==> config.mk <==
export PLATFORM = sky130hd
export DESIGN_NAME = wide_string_to_integer_parser_unit
export DESIGN_NICKNAME = d
export VERILOG_FILES = /design/src/design/wsip_pkg.sv /design/src/design/wide_string_to_integer_parser_unit.sv /design/src/design/wsip_front.sv /design/src/design/wsip_queue.sv /design/src/design/wsip_back.sv
export SDC_FILE = /design/constraint.sdc
export NUM_CORES = 1
export LEC_CHECK = 0
export BUFFER_PORTS_ARGS = -buffer_cell sky130_fd_sc_hd__buf_4
export CAP_MARGIN = 30
export CELL_PAD_IN_SITES_DETAIL_PLACEMENT = 1
export CELL_PAD_IN_SITES_GLOBAL_PLACEMENT = 2
export CORE_MARGIN = 3
export CORE_UTILIZATION = 38
export CTS_CLUSTER_SIZE = 20
export DETAILED_ROUTE_END_ITERATION = 8
export GPL_TIMING_DRIVEN = 0
export PLACE_DENSITY_LB_ADDON = 0.1
export SYNTH_ARGS = -nofsm -noshare
export SYNTH_HDL_FRONTEND = slang
export SYNTH_SLANG_ARGS = --single-unit
==> constraint.sdc <==
create_clock -name clk_i -period 7.9 [get_ports clk_i]
set_input_delay 1.58 -clock clk_i [delete_from_list [all_inputs] [get_ports clk_i]]
set_output_delay 1.58 -clock clk_i [all_outputs]
set_load 0.01 [all_outputs]
==> src/design/wsip_pkg.sv <==
// wsip_pkg: shared types, constants and helpers for the wide string parser
// no dependencies; imported by every module of the parser
package wsip_pkg;

  localparam int CHAR_W      = 16;
  localparam int VALUE_W     = 32;
  localparam int BASE_W      = 5;
  localparam int DIGIT_W     = 4;
  localparam int QUEUE_DEPTH = 2;
  localparam int QPTR_W      = $clog2(QUEUE_DEPTH);
  localparam int QCNT_W      = $clog2(QUEUE_DEPTH + 1);

  localparam logic [7:0] CH_PLUS  = 8'h2b;
  localparam logic [7:0] CH_MINUS = 8'h2d;
  localparam logic [7:0] CH_0     = 8'h30;
  localparam logic [7:0] CH_9     = 8'h39;
  localparam logic [7:0] CH_UA    = 8'h41;
  localparam logic [7:0] CH_UZ    = 8'h5a;
  localparam logic [7:0] CH_A     = 8'h61;
  localparam logic [7:0] CH_B     = 8'h62;
  localparam logic [7:0] CH_F     = 8'h66;
  localparam logic [7:0] CH_O     = 8'h6f;
  localparam logic [7:0] CH_X     = 8'h78;
  localparam logic [7:0] CASE_OFS = 8'h20;

  localparam logic [BASE_W-1:0] BASE_AUTO = 5'd0;
  localparam logic [BASE_W-1:0] BASE_2    = 5'd2;
  localparam logic [BASE_W-1:0] BASE_8    = 5'd8;
  localparam logic [BASE_W-1:0] BASE_10   = 5'd10;
  localparam logic [BASE_W-1:0] BASE_16   = 5'd16;

  localparam logic STATUS_OK      = 1'b0;
  localparam logic STATUS_INVALID = 1'b1;

  typedef enum logic [3:0] {
    PH_SIGN    = 4'b0001,
    PH_PREFIX  = 4'b0010,
    PH_DIGITS  = 4'b0100,
    PH_STOPPED = 4'b1000
  } phase_e;

  // one classified character as it travels from front to back
  typedef struct packed {
    logic                 empty;
    logic                 last;
    logic                 is_nul;
    logic                 is_sign;
    logic                 is_minus;
    logic                 pfx_hit;
    logic [BASE_W-1:0]    pfx_base;
    logic                 is_digit;
    logic [DIGIT_W-1:0]   digit;
  } char_item_t;

  function automatic logic base_usable(input logic [BASE_W-1:0] b);
    return b inside {BASE_2, BASE_8, BASE_10, BASE_16};
  endfunction

  // acc * base for the four usable bases, shift-add only
  function automatic logic [VALUE_W-1:0] scale_acc(input logic [VALUE_W-1:0] acc,
                                                   input logic [BASE_W-1:0]  b);
    logic [VALUE_W-1:0] r;
    case (b)
      BASE_2:  r = acc << 1;
      BASE_8:  r = acc << 3;
      BASE_10: r = (acc << 3) + (acc << 1);
      BASE_16: r = acc << 4;
      default: r = acc; // unusable base, value is discarded anyway
    endcase
    return r;
  endfunction

endpackage

==> src/design/wide_string_to_integer_parser_unit.sv <==
// wide_string_to_integer_parser_unit: top level of the wide string parser
// depends on wsip_pkg, wsip_front, wsip_queue, wsip_back
//
// Parses a stream of wide characters (one per transaction, low byte examined but all
// bits for NUL, letters case-folded) into a 32-bit value with optional sign and, when the
// configured base is 0, a 'x'/'o'/'b' prefix. tlast ends a string and produces
// one result transaction; tuser marks an empty step that carries no character.
// Throughput is one character per clock unless the queue fills: the front classifies
// the character, a two-entry queue decouples it from the back, whose accumulator update
// is a single shift-add per cycle. A last character passes the queue, then the result
// register. The base register must be written only while the block is idle.
module wide_string_to_integer_parser_unit import wsip_pkg::*; (
  input  logic                clk_i,
  input  logic                rst_ni,
  input  logic                cfg_we_i,
  input  logic [BASE_W-1:0]   cfg_wdata_i,    // number_base
  input  logic                s_axis_tvalid_i,
  output logic                s_axis_tready_o,
  input  logic [CHAR_W-1:0]   s_axis_tdata_i, // [15:0] character
  input  logic                s_axis_tuser_i, // [0] empty_string
  input  logic                s_axis_tlast_i,
  output logic                m_axis_tvalid_o,
  input  logic                m_axis_tready_i,
  output logic [VALUE_W-1:0]  m_axis_tdata_o, // [31:0] value
  output logic                m_axis_tuser_o  // [0] status
);

  logic [BASE_W-1:0] number_base_q;
  char_item_t        front_item;
  char_item_t        head_item;
  logic              q_full;
  logic              q_push;
  logic              q_pop;
  logic              head_valid;

  always_ff @(posedge clk_i or negedge rst_ni) begin
    if (!rst_ni) begin
      number_base_q <= BASE_AUTO;
    end else if (cfg_we_i) begin
      number_base_q <= cfg_wdata_i;
    end
  end

  assign s_axis_tready_o = !q_full;
  assign q_push          = s_axis_tvalid_i && !q_full;

  wsip_front u_front (
    .character_i (s_axis_tdata_i),
    .empty_i     (s_axis_tuser_i),
    .last_i      (s_axis_tlast_i),
    .item_o      (front_item)
  );

  wsip_queue u_queue (
    .clk_i        (clk_i),
    .rst_ni       (rst_ni),
    .push_i       (q_push),
    .push_item_i  (front_item),
    .full_o       (q_full),
    .pop_i        (q_pop),
    .head_valid_o (head_valid),
    .head_item_o  (head_item)
  );

  wsip_back u_back (
    .clk_i         (clk_i),
    .rst_ni        (rst_ni),
    .number_base_i (number_base_q),
    .head_valid_i  (head_valid),
    .head_item_i   (head_item),
    .pop_o         (q_pop),
    .res_valid_o   (m_axis_tvalid_o),
    .res_ready_i   (m_axis_tready_i),
    .value_o       (m_axis_tdata_o),
    .status_o      (m_axis_tuser_o)
  );

endmodule

==> src/design/wsip_front.sv <==
// wsip_front: classifies one incoming character (case fold, sign, prefix, digit)
// depends on wsip_pkg
module wsip_front import wsip_pkg::*; (
  input  logic [CHAR_W-1:0] character_i,
  input  logic              empty_i,
  input  logic              last_i,
  output char_item_t        item_o
);

  logic [7:0] c;

  always_comb begin
    c = character_i[7:0];
    if (c inside {[CH_UA:CH_UZ]}) begin
      c = c + CASE_OFS;
    end
  end

  always_comb begin
    item_o          = '0;
    item_o.empty    = empty_i;
    item_o.last     = last_i;
    item_o.is_nul   = (character_i == '0);
    item_o.is_sign  = c inside {CH_PLUS, CH_MINUS};
    item_o.is_minus = (c == CH_MINUS);
    item_o.pfx_hit  = c inside {CH_X, CH_O, CH_B};
    item_o.pfx_base = (c == CH_X) ? BASE_16 : (c == CH_O) ? BASE_8 : BASE_2;
    if (c inside {[CH_0:CH_9]}) begin
      item_o.is_digit = 1'b1;
      item_o.digit    = DIGIT_W'(c - CH_0);
    end else if (c inside {[CH_A:CH_F]}) begin
      item_o.is_digit = 1'b1;
      item_o.digit    = DIGIT_W'(c - CH_A + 8'd10);
    end
  end

endmodule

==> src/design/wsip_queue.sv <==
// wsip_queue: short fifo of classified characters between front and back
// depends on wsip_pkg
module wsip_queue import wsip_pkg::*; (
  input  logic       clk_i,
  input  logic       rst_ni,
  input  logic       push_i,
  input  char_item_t push_item_i,
  output logic       full_o,
  input  logic       pop_i,
  output logic       head_valid_o,
  output char_item_t head_item_o
);

  char_item_t        mem_q [QUEUE_DEPTH];
  logic [QPTR_W-1:0] wptr_q, wptr_d;
  logic [QPTR_W-1:0] rptr_q, rptr_d;
  logic [QCNT_W-1:0] cnt_q, cnt_d;

  assign full_o       = (cnt_q == QCNT_W'(QUEUE_DEPTH));
  assign head_valid_o = (cnt_q != '0);
  assign head_item_o  = mem_q[rptr_q];

  always_comb begin
    wptr_d = wptr_q;
    rptr_d = rptr_q;
    cnt_d  = cnt_q;
    if (push_i) begin
      wptr_d = (wptr_q == QPTR_W'(QUEUE_DEPTH - 1)) ? '0 : wptr_q + 1'b1;
    end
    if (pop_i) begin
      rptr_d = (rptr_q == QPTR_W'(QUEUE_DEPTH - 1)) ? '0 : rptr_q + 1'b1;
    end
    if (push_i && !pop_i) begin
      cnt_d = cnt_q + 1'b1;
    end else if (pop_i && !push_i) begin
      cnt_d = cnt_q - 1'b1;
    end
  end

  always_ff @(posedge clk_i or negedge rst_ni) begin
    if (!rst_ni) begin
      wptr_q <= '0;
      rptr_q <= '0;
      cnt_q  <= '0;
    end else begin
      wptr_q <= wptr_d;
      rptr_q <= rptr_d;
      cnt_q  <= cnt_d;
    end
  end

  always_ff @(posedge clk_i) begin
    if (push_i) begin
      mem_q[wptr_q] <= push_item_i;
    end
  end

endmodule

==> src/design/wsip_back.sv <==
// wsip_back: parse state machine, accumulator and result register
// depends on wsip_pkg
module wsip_back import wsip_pkg::*; (
  input  logic               clk_i,
  input  logic               rst_ni,
  input  logic [BASE_W-1:0]  number_base_i,
  input  logic               head_valid_i,
  input  char_item_t         head_item_i,
  output logic               pop_o,
  output logic               res_valid_o,
  input  logic               res_ready_i,
  output logic [VALUE_W-1:0] value_o,
  output logic               status_o
);

  phase_e             phase_q, phase_d;
  logic [BASE_W-1:0]  base_q, base_d;
  logic               neg_q, neg_d;
  logic [VALUE_W-1:0] acc_q, acc_d;

  logic               out_valid_q, out_valid_d;
  logic [VALUE_W-1:0] out_acc_q;
  logic               out_neg_q;
  logic               out_status_q;

  logic               emit;
  logic               invalid;

  // a last item needs the result slot free or draining this cycle
  assign pop_o = head_valid_i &&
                 (!head_item_i.last || !out_valid_q || res_ready_i);
  assign emit  = pop_o && head_item_i.last;

  always_comb begin
    phase_e ph;
    logic   done;
    phase_d = phase_q;
    base_d  = base_q;
    neg_d   = neg_q;
    acc_d   = acc_q;
    ph      = phase_q;
    done    = 1'b0;
    if (pop_o && !head_item_i.empty) begin
      if (ph == PH_SIGN) begin
        base_d = number_base_i;
        neg_d  = 1'b0;
        acc_d  = '0;
        ph     = (number_base_i == BASE_AUTO) ? PH_PREFIX : PH_DIGITS;
        if (head_item_i.is_sign) begin
          neg_d   = head_item_i.is_minus;
          phase_d = ph;
          done    = 1'b1;
        end
      end
      if (!done && ph == PH_PREFIX) begin
        if (head_item_i.is_nul) begin
          phase_d = PH_STOPPED;
          done    = 1'b1;
        end else if (head_item_i.pfx_hit) begin
          base_d  = head_item_i.pfx_base;
          phase_d = PH_DIGITS;
          done    = 1'b1;
        end else begin
          base_d = BASE_10;
          ph     = PH_DIGITS;
        end
      end
      if (!done) begin
        if (ph == PH_DIGITS) begin
          if (head_item_i.is_nul || !head_item_i.is_digit ||
              BASE_W'(head_item_i.digit) >= base_d) begin
            phase_d = PH_STOPPED;
          end else begin
            acc_d   = scale_acc(acc_d, base_d) + VALUE_W'(head_item_i.digit);
            phase_d = PH_DIGITS;
          end
        end else begin
          phase_d = PH_STOPPED;
        end
      end
    end
  end

  assign invalid = (phase_d != PH_SIGN) && !base_usable(base_d);

  always_comb begin
    out_valid_d = out_valid_q;
    if (emit) begin
      out_valid_d = 1'b1;
    end else if (res_ready_i) begin
      out_valid_d = 1'b0;
    end
  end

  always_ff @(posedge clk_i or negedge rst_ni) begin
    if (!rst_ni) begin
      phase_q     <= PH_SIGN;
      base_q      <= '0;
      neg_q       <= 1'b0;
      acc_q       <= '0;
      out_valid_q <= 1'b0;
    end else begin
      out_valid_q <= out_valid_d;
      if (emit) begin
        phase_q <= PH_SIGN;
        base_q  <= '0;
        neg_q   <= 1'b0;
        acc_q   <= '0;
      end else begin
        phase_q <= phase_d;
        base_q  <= base_d;
        neg_q   <= neg_d;
        acc_q   <= acc_d;
      end
    end
  end

  // nothing parsed or unusable base gives zero; negation happens after the register
  always_ff @(posedge clk_i) begin
    if (emit) begin
      out_acc_q    <= (phase_d == PH_SIGN || invalid) ? '0 : acc_d;
      out_neg_q    <= neg_d;
      out_status_q <= invalid ? STATUS_INVALID : STATUS_OK;
    end
  end

  assign res_valid_o = out_valid_q;
  assign value_o     = out_neg_q ? (VALUE_W'(0) - out_acc_q) : out_acc_q;
  assign status_o    = out_status_q;

endmodule

==> results of run 1 <==
-- synth_stat cells (15+ instances only) --
library cell    n  area (sq um)
edfxtp_1       62          1862
o211ai_1       17         127.6
and2_1         21         131.4
nor2_1        121         454.2
ha_1           24         300.3
a31oi_1        27         168.9
xor2_1         22         192.7
inv_1          43         161.4
dfrtp_1        51          1276
a21oi_1        66         330.3
o31ai_1        22         165.2
and3_1         19         118.9
nand4_1        17         106.4
nor3_1         47         235.2
a211oi_1       24         180.2
a21o_1         19         142.6
nor4_1         15         93.84
clkbuf_1       81         304.0
nand2_1       170         638.1
a22o_1         16         140.1
o21ai_0       113         565.5
a22oi_1        32         240.2
nand3_1        34         170.2
xnor2_1        69         604.3
-- state kept, by name (all words and copies together) (netlist names) --
register and count:
u_queue.mem_q 28, u_back.status_o 1, u_back.base_q 5, number_base_q 5
u_queue.wptr_q 1, u_back.out_acc_q 32, u_back.neg_q 1, u_back.acc_q 32
u_queue.rptr_q 1, u_back.res_valid_o 1, u_queue.cnt_q 2, u_back.phase_q 4
u_back.out_neg_q 1
-- per-stage QoR --
stage               cells  instance area [sq um]
floorplan            1425                  11190
global placement     1869                  12120
detailed placement   1873                  12170
CTS                  1906                  12740
global route         1905                  12740
finish               1905                  12740
-- worst max-delay path: cells and delay by family, from the launching register on --
kind / cells / cell delay (ns)
and+or+nand+nor: 5 / 2.24
AOI/OAI and AO/OA: 7 / 1.78
buffers and inverters: 5 / 1.41
adders and majority gates: 2 / 0.67
DFF: 1 / 0.56
xor gates and xnor gates: 1 / 0.36
-- per-layer routing --
layer  GRT usage  vias to the layer above  share of wire
li1            -                     5542              -
met1      0.4405                     6258           0.43
met2      0.5446                      452           0.47
met5           0                        -              0
met3     0.04258                      125          0.052
met4      0.1535                        0          0.046
-- cell families after synthesis --
logic type      after synthesis
flops                       114
xor+xnor                     91
fa+ha+maj                    29
compound gates              474
buf+inv                     151
mux                          21
simple gates                545
-- final cells by class --
cell class	count	area, sq um
Fill cell	3582	16110
Multi-Input combinational cell	1160	7433
Sequential cell	114	3164
Timing Repair Buffer	66	510.5
Tap cell	384	480.5
Clock buffer	18	439.2
Buffer	106	431.7
Inverter	43	161.4
Clock inverter	14	123.9
-- layout by cell type, fill, tap and decap left out, types with 16 or more instances in the layout --
cell type,count
a211oi_1,24
a21o_1,19
a21oi_1,66
a22o_1,16
a22oi_1,32
a31oi_1,27
and2_1,21
and3_1,19
buf_4,64
clkbuf_1,79
clkbuf_16,17
dfrtp_1,51
edfxtp_1,62
ha_1,24
inv_1,43
nand2_1,170
nand3_1,34
nand4_1,17
nor2_1,121
nor3_1,47
o211ai_1,17
o21ai_0,113
o31ai_1,22
xnor2_1,69
xor2_1,22
-- worst max-delay path by stage --
stage,endpoint,slack [ns],depth (start not counted)
4_1_cts,u_back.out_acc_q[31]$_SDFFCE_PP0P_,0.1,21
3_5_place_dp,u_back.out_acc_q[31]$_SDFFCE_PP0P_,-0.14,19
6_report,u_back.out_acc_q[28]$_SDFFCE_PP0P_,0.56,20
3_3_place_gp,u_back.out_acc_q[24]$_SDFFCE_PP0P_,-0.07,19
5_1_grt,u_back.out_acc_q[31]$_SDFFCE_PP0P_,0.31,20
2_1_floorplan,u_back.out_acc_q[31]$_SDFFCE_PP0P_,2.02,21
-- what timing repair did --
item / 4_1_cts / 5_1_grt
setup endpoints to repair: 13 / 21
hold buffers: 0 / 0
setup buffers: 1 / 0
resized for setup: 0 / 3
-- report_power, final --
group          internal, uW  switching [uW]  total [uW]
clock                   419             337         756
combinational           831            1760        2590
sequential              811             134         945
==> key figures, run 1 <==
Global routing
  – Vias in the first global route: 12490
  – GRT overflow: 0
  – First-pass GRT wire length: 79200 um
  – Initial antenna violation count: 0
  – Largest net degree at the start of global routing: 53
  – GRT Total Usage: 0.3340

Worst setup path
  – Crit path DAT: 7.52 ns
  – Type of origin of the critical path: flop
  – R2R setup slack: 0.56 ns
  – RR Startpoint: u_back.phase_q[0]$_DFF_PN1_
  – Critical path origin: u_back.phase_q[0]$_DFF_PN1_
  – Top cell by count, worst path: buf_2
  – FF-to-FF End: u_back.out_acc_q[28]$_SDFFCE_PP0P_
  – Register-to-Register Path Depth: 20
  – Slowest cell on crit path: nor4b_4
  – Worst-path fanout max: 19
  – WS Path Type: flop to flop
  – Worst Setup End Kind: flop
  – CP max stage delay: 0.65 ns
  – Worst path cell trace: or4b_1, buf_2, buf_6, buf_2, buf_2, clkbuf_2, and2_1, ha_1, ha_1, a21o_1, a22oi_1, o211ai_4, a311o_1, a31o_1, a32o_2, or4_4, nor4b_4, nand4_1, xnor2_1, o31ai_1
  – Required @ worst endpoint: 8.07 ns

CTS
  – CTS tree: built
  – Clk_lat worst skew: 0.45 ns
  – Clock buffer depth: 2
  – H-tree levels: 4
  – Clk pin slew, worst setup/hold paths: 0.06 ns
  – Root Buffer Master: clkbuf_16
  – CTS buffer count: 17
  – Clock sinks: 114

Floorplanning
  – Die H: 177.6 um
  – Die W: 177.6 um
  – Top Ports: 63
  – Core area: 28860 sq um
  – Starting Density: 0.3877
  – DIE AREA: 31540 sq um
  – Row cnt: 62

Synthesis
  – Synth Area in XOR/XNOR: 0.07124
  – Net Count, Synth: 1478
  – Synth Area in Compound Gates: 0.2934
  – Ys async rst share: 0.4561
  – Count of cell types in the netlist: 93
  – Mapped Avg Cell Area: 7.851 sq um
  – EDFF count, synth: 62
  – Synth Warn #: 0
  – Post-Synthesis Cells: 1425
  – Post-Syn Area: 11190 sq um
  – Top FF cell, synth: edfxtp_1
  – Yosys reg bits: 114
  – Post-synthesis adder-cell area fraction: 0.03221
  – Multiplexer share of the synthesized area: 0.01991
  – Register area share after synthesis: 0.2828
  – Largest family of logic cells by synthesized area: compound AO/OA/AOI/OAI gates
  – Synth Area in Simple Gates: 0.2469

Timing
  – Final TNS setup: 0 ns
  – Final Hold Vio Count: 0
  – Hold_ws: 0.4848 ns
  – Final WS setup: 0.5556 ns
  – Worst Skew: 0.02470 ns
  – Unrepaired setup endpoints after global routing: no
  – Worst-Margin Slew: 1.165 ns
  – Max Freq: 0.1362 GHz
  – Slew Limit Fails: 0
  – Final setup vio count: 0
  – Relative slew margins: 0.2220
  – Period Utilization, post-route: 0.9297
  – Final min period: 7.344 ns

Flow run
  – Max Cap Viol: 0

Placed design
  – Worst slack, placed: -0.1399 ns
  – GP Congestion: 1.025
  – DP HPWL: 40950 um
  – Port buffer count: 60

Power and ir drop
  – Static Leak: 0.004582 uW
  – Pwr Total: 4292 uW
  – Power per cell area: 336.8 nW/um^2
  – Peak supply drop: 162.2 uV

Min path
  – Hold crit path type: flop to flop
  – WHS Endpoint: u_back.phase_q[0]$_DFF_PN1_
  – Hold Path Origin: u_back.phase_q[0]$_DFF_PN1_
  – Hold depth: 2

Route
  – Drt pass-1 iters: 5
  – # DRC: 0
  – DR iter-0 viols: 923
  – Routed WL per cell: 27.45 um
  – Antenna Nets Post-Route: 0
  – Via Count: 12380
  – Total Routed Length: 52290 um
  – Via density: 6.497

Run status
  – Run status: finished clean

Finish
  – Share of post-route cells with drive strength above 1: 0.1078
  – Layout Nets: 1561
  – Final core occ: 0.4416
  – Ant diodes: 0
  – Area growth syn-to-layout: 13.91%
Power figures use the tool's default switching activity.
==> run 2: changes to the inputs <==
--- a/config.mk
+++ b/config.mk
@@ -15,6 +15,7 @@
 export DETAILED_ROUTE_END_ITERATION = 8
 export GPL_TIMING_DRIVEN = 0
 export PLACE_DENSITY_LB_ADDON = 0.1
+export RECOVER_POWER = 25
 export SYNTH_ARGS = -nofsm -noshare
 export SYNTH_HDL_FRONTEND = slang
 export SYNTH_SLANG_ARGS = --single-unit
==> key figures, run 2 (synthesis results as in run 1) <==
Worst setup path
  – Required @ worst endpoint: 8.07 ns
  – RR Startpoint: u_back.phase_q[0]$_DFF_PN1_
  – FF-to-FF End: u_back.out_acc_q[28]$_SDFFCE_PP0P_
  – Worst-path fanout max: 19
  – Critical Path End: u_back.out_acc_q[28]$_SDFFCE_PP0P_
  – Critical path origin: u_back.phase_q[0]$_DFF_PN1_
  – WS Path Type: flop to flop
  – Crit path DAT: 7.52 ns
  – Register-to-Register Path Depth: 20
  – R2R setup slack: 0.55 ns
  – Type of origin of the critical path: flop
  – Worst Setup End Kind: flop

Route
  – Total Routed Length: 52300 um
  – DR iter-0 viols: 920
  – # DRC: 0
  – Via Count: 12390
  – Drt pass-1 iters: 5
  – Via density: 6.503
  – Routed WL per cell: 27.45 um
  – Antenna Nets Post-Route: 0

Global routing
  – First-pass GRT wire length: 79200 um
  – GRT overflow: 0
  – Largest net degree at the start of global routing: 53
  – GRT Total Usage: 0.3340
  – Initial antenna violation count: 0
  – Vias in the first global route: 12490

CTS
  – CTS tree: built
  – CTS buffer count: 17
  – Clock sinks: 114
  – Clock buffer depth: 2
  – Clk_lat worst skew: 0.45 ns
  – CTS hold repair buffers: 0
  – H-tree levels: 4
  – Root Buffer Master: clkbuf_16
  – Clk pin slew, worst setup/hold paths: 0.06 ns

Power and ir drop
  – Psw: 2233 uW
  – Peak supply drop: 162.2 uV
  – Sequential power share: 0.220
  – Power per cell area: 337.1 nW/um^2
  – Static Leak: 0.004574 uW
  – Gate power share: 0.604
  – P_int: 2061 uW
  – Clock share of power: 0.176
  – Pwr Total: 4294 uW
  – Switching Fraction: 0.5201

Finish
  – Area growth syn-to-layout: 13.84%
  – Final core occ: 0.4414
  – Ant diodes: 0
  – Fill cells: 3585
  – Share of post-route cells with drive strength above 1: 0.1065
  – Largest regs: u_back.acc_q x32, u_back.out_acc_q x32, u_queue.mem_q x28
  – Final instance area: 12740 sq um
  – Commonest non-fill, non-tap cell in the layout: nand2_1
  – Layout Nets: 1561
  – Commonest cells after routing, fill and taps aside: nand2_1, nor2_1, o21ai_0

Floorplanning
  – Die W: 177.6 um
  – Starting Density: 0.3877
  – DIE AREA: 31540 sq um
  – Core area: 28860 sq um
  – Die H: 177.6 um
  – Top Ports: 63
  – Row cnt: 62

Timing
  – Worst-Margin Slew: 3.473 ns
  – Final Hold Vio Count: 0
  – Final setup vio count: 0
  – Relative slew margins: -1.316
  – Period Utilization, post-route: 0.9301
  – Final WS setup: 0.5519 ns
  – Max Freq: 0.1361 GHz
  – Unrepaired setup endpoints after global routing: no
  – Final TNS setup: 0 ns
  – Slew Limit Fails: 53
  – Worst Skew: 0.02492 ns
  – Final min period: 7.348 ns

Flow run
  – Max Cap Viol: 1

Min path
  – Hold crit path type: flop to flop

Placed design
  – Port buffer count: 60
  – Worst slack, placed: -0.1399 ns
  – GP Congestion: 1.025
  – Placed cell area: 12170 sq um
  – DP HPWL: 40950 um

Run status
  – Failing checks: max-capacitance violations, max-slew violations
  – Run status: finished with violations
==> run 2: cell count changes in the layout (fill, tap and decap cells not counted), sizes merged <==
cell	before	now
buf	90	85
clkbuf	100	105
==> run 2: power groups by stage <==
stage	sequential [uW]	clock, uW	combinational, uW
after detailed placement	954	0	2540
after global routing	965	791	2780
after CTS	944	769	2560
after floorplan	916	0	1480
after global placement	954	0	2490
final	945	757	2590
==> run 2: layer usage <==
metal | vias up | global-route usage | routed length [um]
met3 | 123 | 0.04258 | 2706
met5 | - | 0 | 0
met4 | 0 | 0.1535 | 2403
met1 | 6270 | 0.4405 | 22670
li1 | 5541 | - | -
met2 | 455 | 0.5446 | 24520
==> run 2: timing repair <==
| action | 4_1_cts | 5_1_grt |
|---|---|---|
| resized for setup | 0 | 3 |
| buffers inserted | 1 | 0 |
| endpoints found under the setup margin | 13 | 21 |
==> run 2: cell type report <==
| cell class | count | area (sq um) | share of cell area |
|---|---|---|---|
| buffer | 106 | 431.7 | 0.03389 |
| tap | 384 | 480.5 | 0.03772 |
| inverter | 43 | 161.4 | 0.01267 |
| clock inverter | 14 | 123.9 | 0.009725 |
| multi-input combinational | 1160 | 7433 | 0.5836 |
| clock buffer | 18 | 439.2 | 0.03448 |
| sequential | 114 | 3164 | 0.2484 |
| timing repair buffer | 66 | 503.0 | 0.03949 |
==> run 2: worst min path at each step <==
stage                                      startpoint                           to  slack [ns]  cells after the start
after floorplan           u_back.phase_q[0]$_DFF_PN1_  u_back.phase_q[0]$_DFF_PN1_        0.46                      2
after global placement    u_back.phase_q[0]$_DFF_PN1_  u_back.phase_q[0]$_DFF_PN1_        0.47                      2
after detailed placement  u_back.phase_q[0]$_DFF_PN1_  u_back.phase_q[0]$_DFF_PN1_        0.48                      2
after CTS                 u_back.phase_q[0]$_DFF_PN1_  u_back.phase_q[0]$_DFF_PN1_        0.49                      2
after global routing      u_back.phase_q[0]$_DFF_PN1_  u_back.phase_q[0]$_DFF_PN1_        0.50                      2
final                     u_back.phase_q[0]$_DFF_PN1_  u_back.phase_q[0]$_DFF_PN1_        0.48                      2
==> run 2: critical path, stage by stage (launching register included) <==
cell      delay, ns
dfstp_2        0.56
or4b_1         0.45
buf_2          0.22
buf_6          0.19
buf_2          0.26
buf_2          0.36
clkbuf_2       0.38
and2_1         0.30
ha_1           0.33
ha_1           0.34
a21o_1         0.22
a22oi_1        0.28
o211ai_4       0.20
a311o_1        0.39
a31o_1         0.25
a32o_2         0.30
or4_4          0.59
nor4b_4        0.65
nand4_1        0.25
xnor2_1        0.36
o31ai_1        0.14
==> run 2: per-stage QoR <==
stage,std cells,hold slack [ns]
after floorplan,1425,0.4588
after global placement,1869,0.4727
after detailed placement,1873,0.4771
after CTS,1906,0.4859
after global routing,1905,0.5043
final,1905,0.4848
==> run 3: changes to the inputs <==
--- a/config.mk
+++ b/config.mk
@@ -5,12 +5,13 @@
 export SDC_FILE = /design/constraint.sdc
 export NUM_CORES = 1
 export LEC_CHECK = 0
+export ABC_AREA = 1
 export BUFFER_PORTS_ARGS = -buffer_cell sky130_fd_sc_hd__buf_4
 export CAP_MARGIN = 30
 export CELL_PAD_IN_SITES_DETAIL_PLACEMENT = 1
 export CELL_PAD_IN_SITES_GLOBAL_PLACEMENT = 2
 export CORE_MARGIN = 3
-export CORE_UTILIZATION = 38
+export CORE_UTILIZATION = 34
 export CTS_CLUSTER_SIZE = 20
 export DETAILED_ROUTE_END_ITERATION = 8
 export GPL_TIMING_DRIVEN = 0
==> key figures, run 3 <==
Run status
  – Run status: finished with violations
  – Failing checks: max-capacitance violations, max-slew violations

Global routing
  – Initial antenna violation count: 4
  – GRT Total Usage: 0.2693
  – M1 GR Usage: 0.3745
  – Largest net degree at the start of global routing: 53
  – First-pass GRT wire length: 74260 um
  – Vias in the first global route: 12530
  – M2 GR Usage: 0.4271
  – GR Util met3: 0.05166
  – Gr busiest metal: met2
  – GRT overflow: 0

Worst setup path
  – R2R setup slack: 2.06 ns
  – Worst Setup End Kind: flop
  – Register-to-Register Path Depth: 27
  – Required @ worst endpoint: 8.15 ns
  – Critical Path End: u_back.out_acc_q[10]$_SDFFCE_PP0P_
  – Crit path DAT: 6.09 ns
  – Worst-path fanout max: 10
  – RR Startpoint: u_queue.rptr_q$_DFFE_PN0P_
  – FF-to-FF End: u_back.out_acc_q[10]$_SDFFCE_PP0P_
  – Type of origin of the critical path: flop
  – Critical path origin: u_queue.rptr_q$_DFFE_PN0P_
  – WS Path Type: flop to flop

Synthesis
  – Count of cell types in the netlist: 60
  – Post-Synthesis Cells: 1858
  – Mapped Avg Cell Area: 6.154 sq um
  – EDFF count, synth: 62
  – Net Count, Synth: 1911
  – Most frequent cell after synthesis: nand2_1
  – Largest family of logic cells by synthesized area: simple AND/OR/NAND/NOR gates
  – Post-Syn Area: 11430 sq um
  – Commonest cells in the netlist: nand2_1, inv_1, nor2_1
  – Synth Area in Compound Gates: 0.09629
  – Yosys reg bits: 114
  – Synth Warn #: 0
  – Post-synthesis adder-cell area fraction: 0.02801
  – Dominant cell type by area after synthesis: nand2_1
  – Multiplexer share of the synthesized area: 0.003720
  – Synth Area in Simple Gates: 0.4382
  – Yosys top cell area share: 0.1835
  – Synth Area in XOR/XNOR: 0.04213
  – Synth top area cells: nand2_1, edfxtp_1, dfrtp_1
  – Ys async rst share: 0.4561
  – Register area share after synthesis: 0.2767
  – Top FF cell, synth: edfxtp_1

Finish
  – Reg area: 3164 sq um
  – Largest regs: u_back.acc_q x32, u_back.out_acc_q x32, u_queue.mem_q x28
  – Area growth syn-to-layout: 14.47%
  – Area of the multi-input gates: 6957 sq um
  – Ant diodes: 0
  – Share of post-route cells with drive strength above 1: 0.1013
  – Fill cells: 4467
  – Final cell count without fillers: 2396
  – Commonest non-fill, non-tap cell in the layout: nand2_1
  – Final instance area: 13090 sq um
  – Commonest cells after routing, fill and taps aside: nand2_1, inv_1, nor2_1
  – Final core occ: 0.3982
  – Layout Nets: 1994

Min path
  – Hold crit path type: flop to flop

CTS
  – CTS buffer count: 17
  – Clock buffer depth: 2
  – Post-CTS Resized: 0
  – Clk pin slew, worst setup/hold paths: 0.06 ns
  – Post-CTS setup buffer count: 0
  – H-tree levels: 4
  – Clock sinks: 114
  – Clk_lat worst skew: 0.43 ns
  – CTS hold repair buffers: 0
  – Root Buffer Master: clkbuf_16
  – CTS tree: built

Placed design
  – Port buffer count: 61
  – Placed cell area: 12480 sq um
  – DP HPWL: 39440 um
  – GP Congestion: 0.9443
  – Cells after DPL: 2364

Timing
  – Period Utilization, post-route: 0.7396
  – Final setup vio count: 0
  – Max Freq: 0.1712 GHz
  – Slew Limit Fails: 53
  – Relative slew margins: -1.197
  – Worst-Margin Slew: 3.296 ns
  – Final min period: 5.843 ns
  – Worst Skew: 0.01003 ns
  – Final TNS setup: 0 ns
  – Final Hold Vio Count: 0
  – Unrepaired setup endpoints after global routing: no

Route
  – Via density: 5.231
  – DR iter-0 viols: 900
  – Antenna Nets Post-Route: 0
  – Drt pass-1 iters: 7
  – Via Count: 12530
  – # DRC: 0
  – Total Routed Length: 48120 um
  – Routed WL per cell: 20.08 um

Floorplanning
  – Top Ports: 63
  – Die H: 189.4 um
  – Core area: 32870 sq um
  – Die W: 189.4 um
  – Row cnt: 66
  – DIE AREA: 35870 sq um
  – Starting Density: 0.3479

Power and ir drop
  – Static Leak: 0.006432 uW
  – Peak supply drop: 177.1 uV
  – Power per cell area: 505.1 nW/um^2

Flow run
  – Max Cap Viol: 1
==> run 3: changes by cell type after synthesis, moves of 18 or more <==
| cell | change |
|---|---|
| nand2_1 | +389 |
| inv_1 | +214 |
| nand3_1 | +147 |
| nor2_1 | +134 |
| clkbuf_1 | -59 |
| xnor2_1 | -43 |
| o21ai_0 | -34 |
| nor3_1 | -29 |
| a22oi_1 | -27 |
| a31oi_1 | -25 |
| a211oi_1 | -23 |
| o31ai_1 | -19 |
| and3_1 | -18 |
==> run 3: critical path, stage by stage, from the launching register on <==
cell      delay, ns
dfrtp_1        0.35
clkbuf_1       0.42
inv_2          0.07
buf_2          0.21
nand2_1        0.08
nand2_1        0.15
nand4_1        0.17
nand2_1        0.09
nand2_2        0.08
nand2_2        0.09
nand2_2        0.11
inv_2          0.09
nand2_4        0.15
nand2_2        0.08
nor2_4         0.13
buf_6          0.17
clkinv_2       0.19
nor2_1         0.15
ha_1           0.18
inv_1          0.06
fa_1           0.40
o21ai_0        0.66
nand3_2        0.24
nor3_2         0.41
xnor2_1        0.12
o21ai_1        0.36
mux2i_1        0.21
nor2_1         0.22
==> run 3: logic make-up after synthesis <==
group,Yosys count
AOI/OAI and AO/OA,200
and+or+nand+nor,1136
xor gates and xnor gates,55
muxes,4
DFF,114
buffers and inverters,324
adders and majority gates,25
==> run 3: per-layer routing <==
layer,vias up,part of all wire
met2,311,0.44
met3,68,0.062
li1,6099,-
met5,-,0.00079
met1,6049,0.47
met4,6,0.026
==> run 3: report_power, final <==
group / switching [uW] / internal (uW)
Clock: 293 / 528
Sequential: 189 / 898
Combinational: 3310 / 1390
==> run 3: worst min path at each step <==
stage,startpoint,end,slack [ns],cells past startpoint
CTS,u_back.phase_q[0]$_DFF_PN1_,u_back.phase_q[0]$_DFF_PN1_,0.51,2
global route,u_back.phase_q[0]$_DFF_PN1_,u_back.phase_q[0]$_DFF_PN1_,0.54,2
global placement,u_queue.cnt_q[1]$_DFFE_PN0P_,u_queue.cnt_q[1]$_DFFE_PN0P_,0.48,1
floorplan,u_queue.cnt_q[0]$_DFFE_PN0P_,u_queue.cnt_q[0]$_DFFE_PN0P_,0.47,1
detailed placement,u_queue.cnt_q[1]$_DFFE_PN0P_,u_queue.cnt_q[1]$_DFFE_PN0P_,0.49,1
finish,u_queue.cnt_q[0]$_DFFE_PN0P_,u_queue.cnt_q[0]$_DFFE_PN0P_,0.51,1
==> run 3: per-stage QoR <==
step / hold slack, ns / power (uW) / worst slack, ns
floorplan: 0.4682 / 4070 / 3.755
global placement: 0.4829 / 5671 / 2.324
detailed placement: 0.4929 / 5748 / 2.318
CTS: 0.5073 / 6603 / 2.294
global route: 0.5367 / 7132 / 1.541
finish: 0.5084 / 6611 / 2.058
==> run 3: layout make-up <==
| class | count | area share |
|---|---|---|
| clock inverter | 13 | 0.01415 |
| timing repair buffer | 64 | 0.03709 |
| tap | 442 | 0.04225 |
| inverter | 272 | 0.07810 |
| buffer | 52 | 0.02208 |
| multi-input combinational | 1420 | 0.5315 |
| clock buffer | 19 | 0.03308 |
| sequential | 114 | 0.2418 |
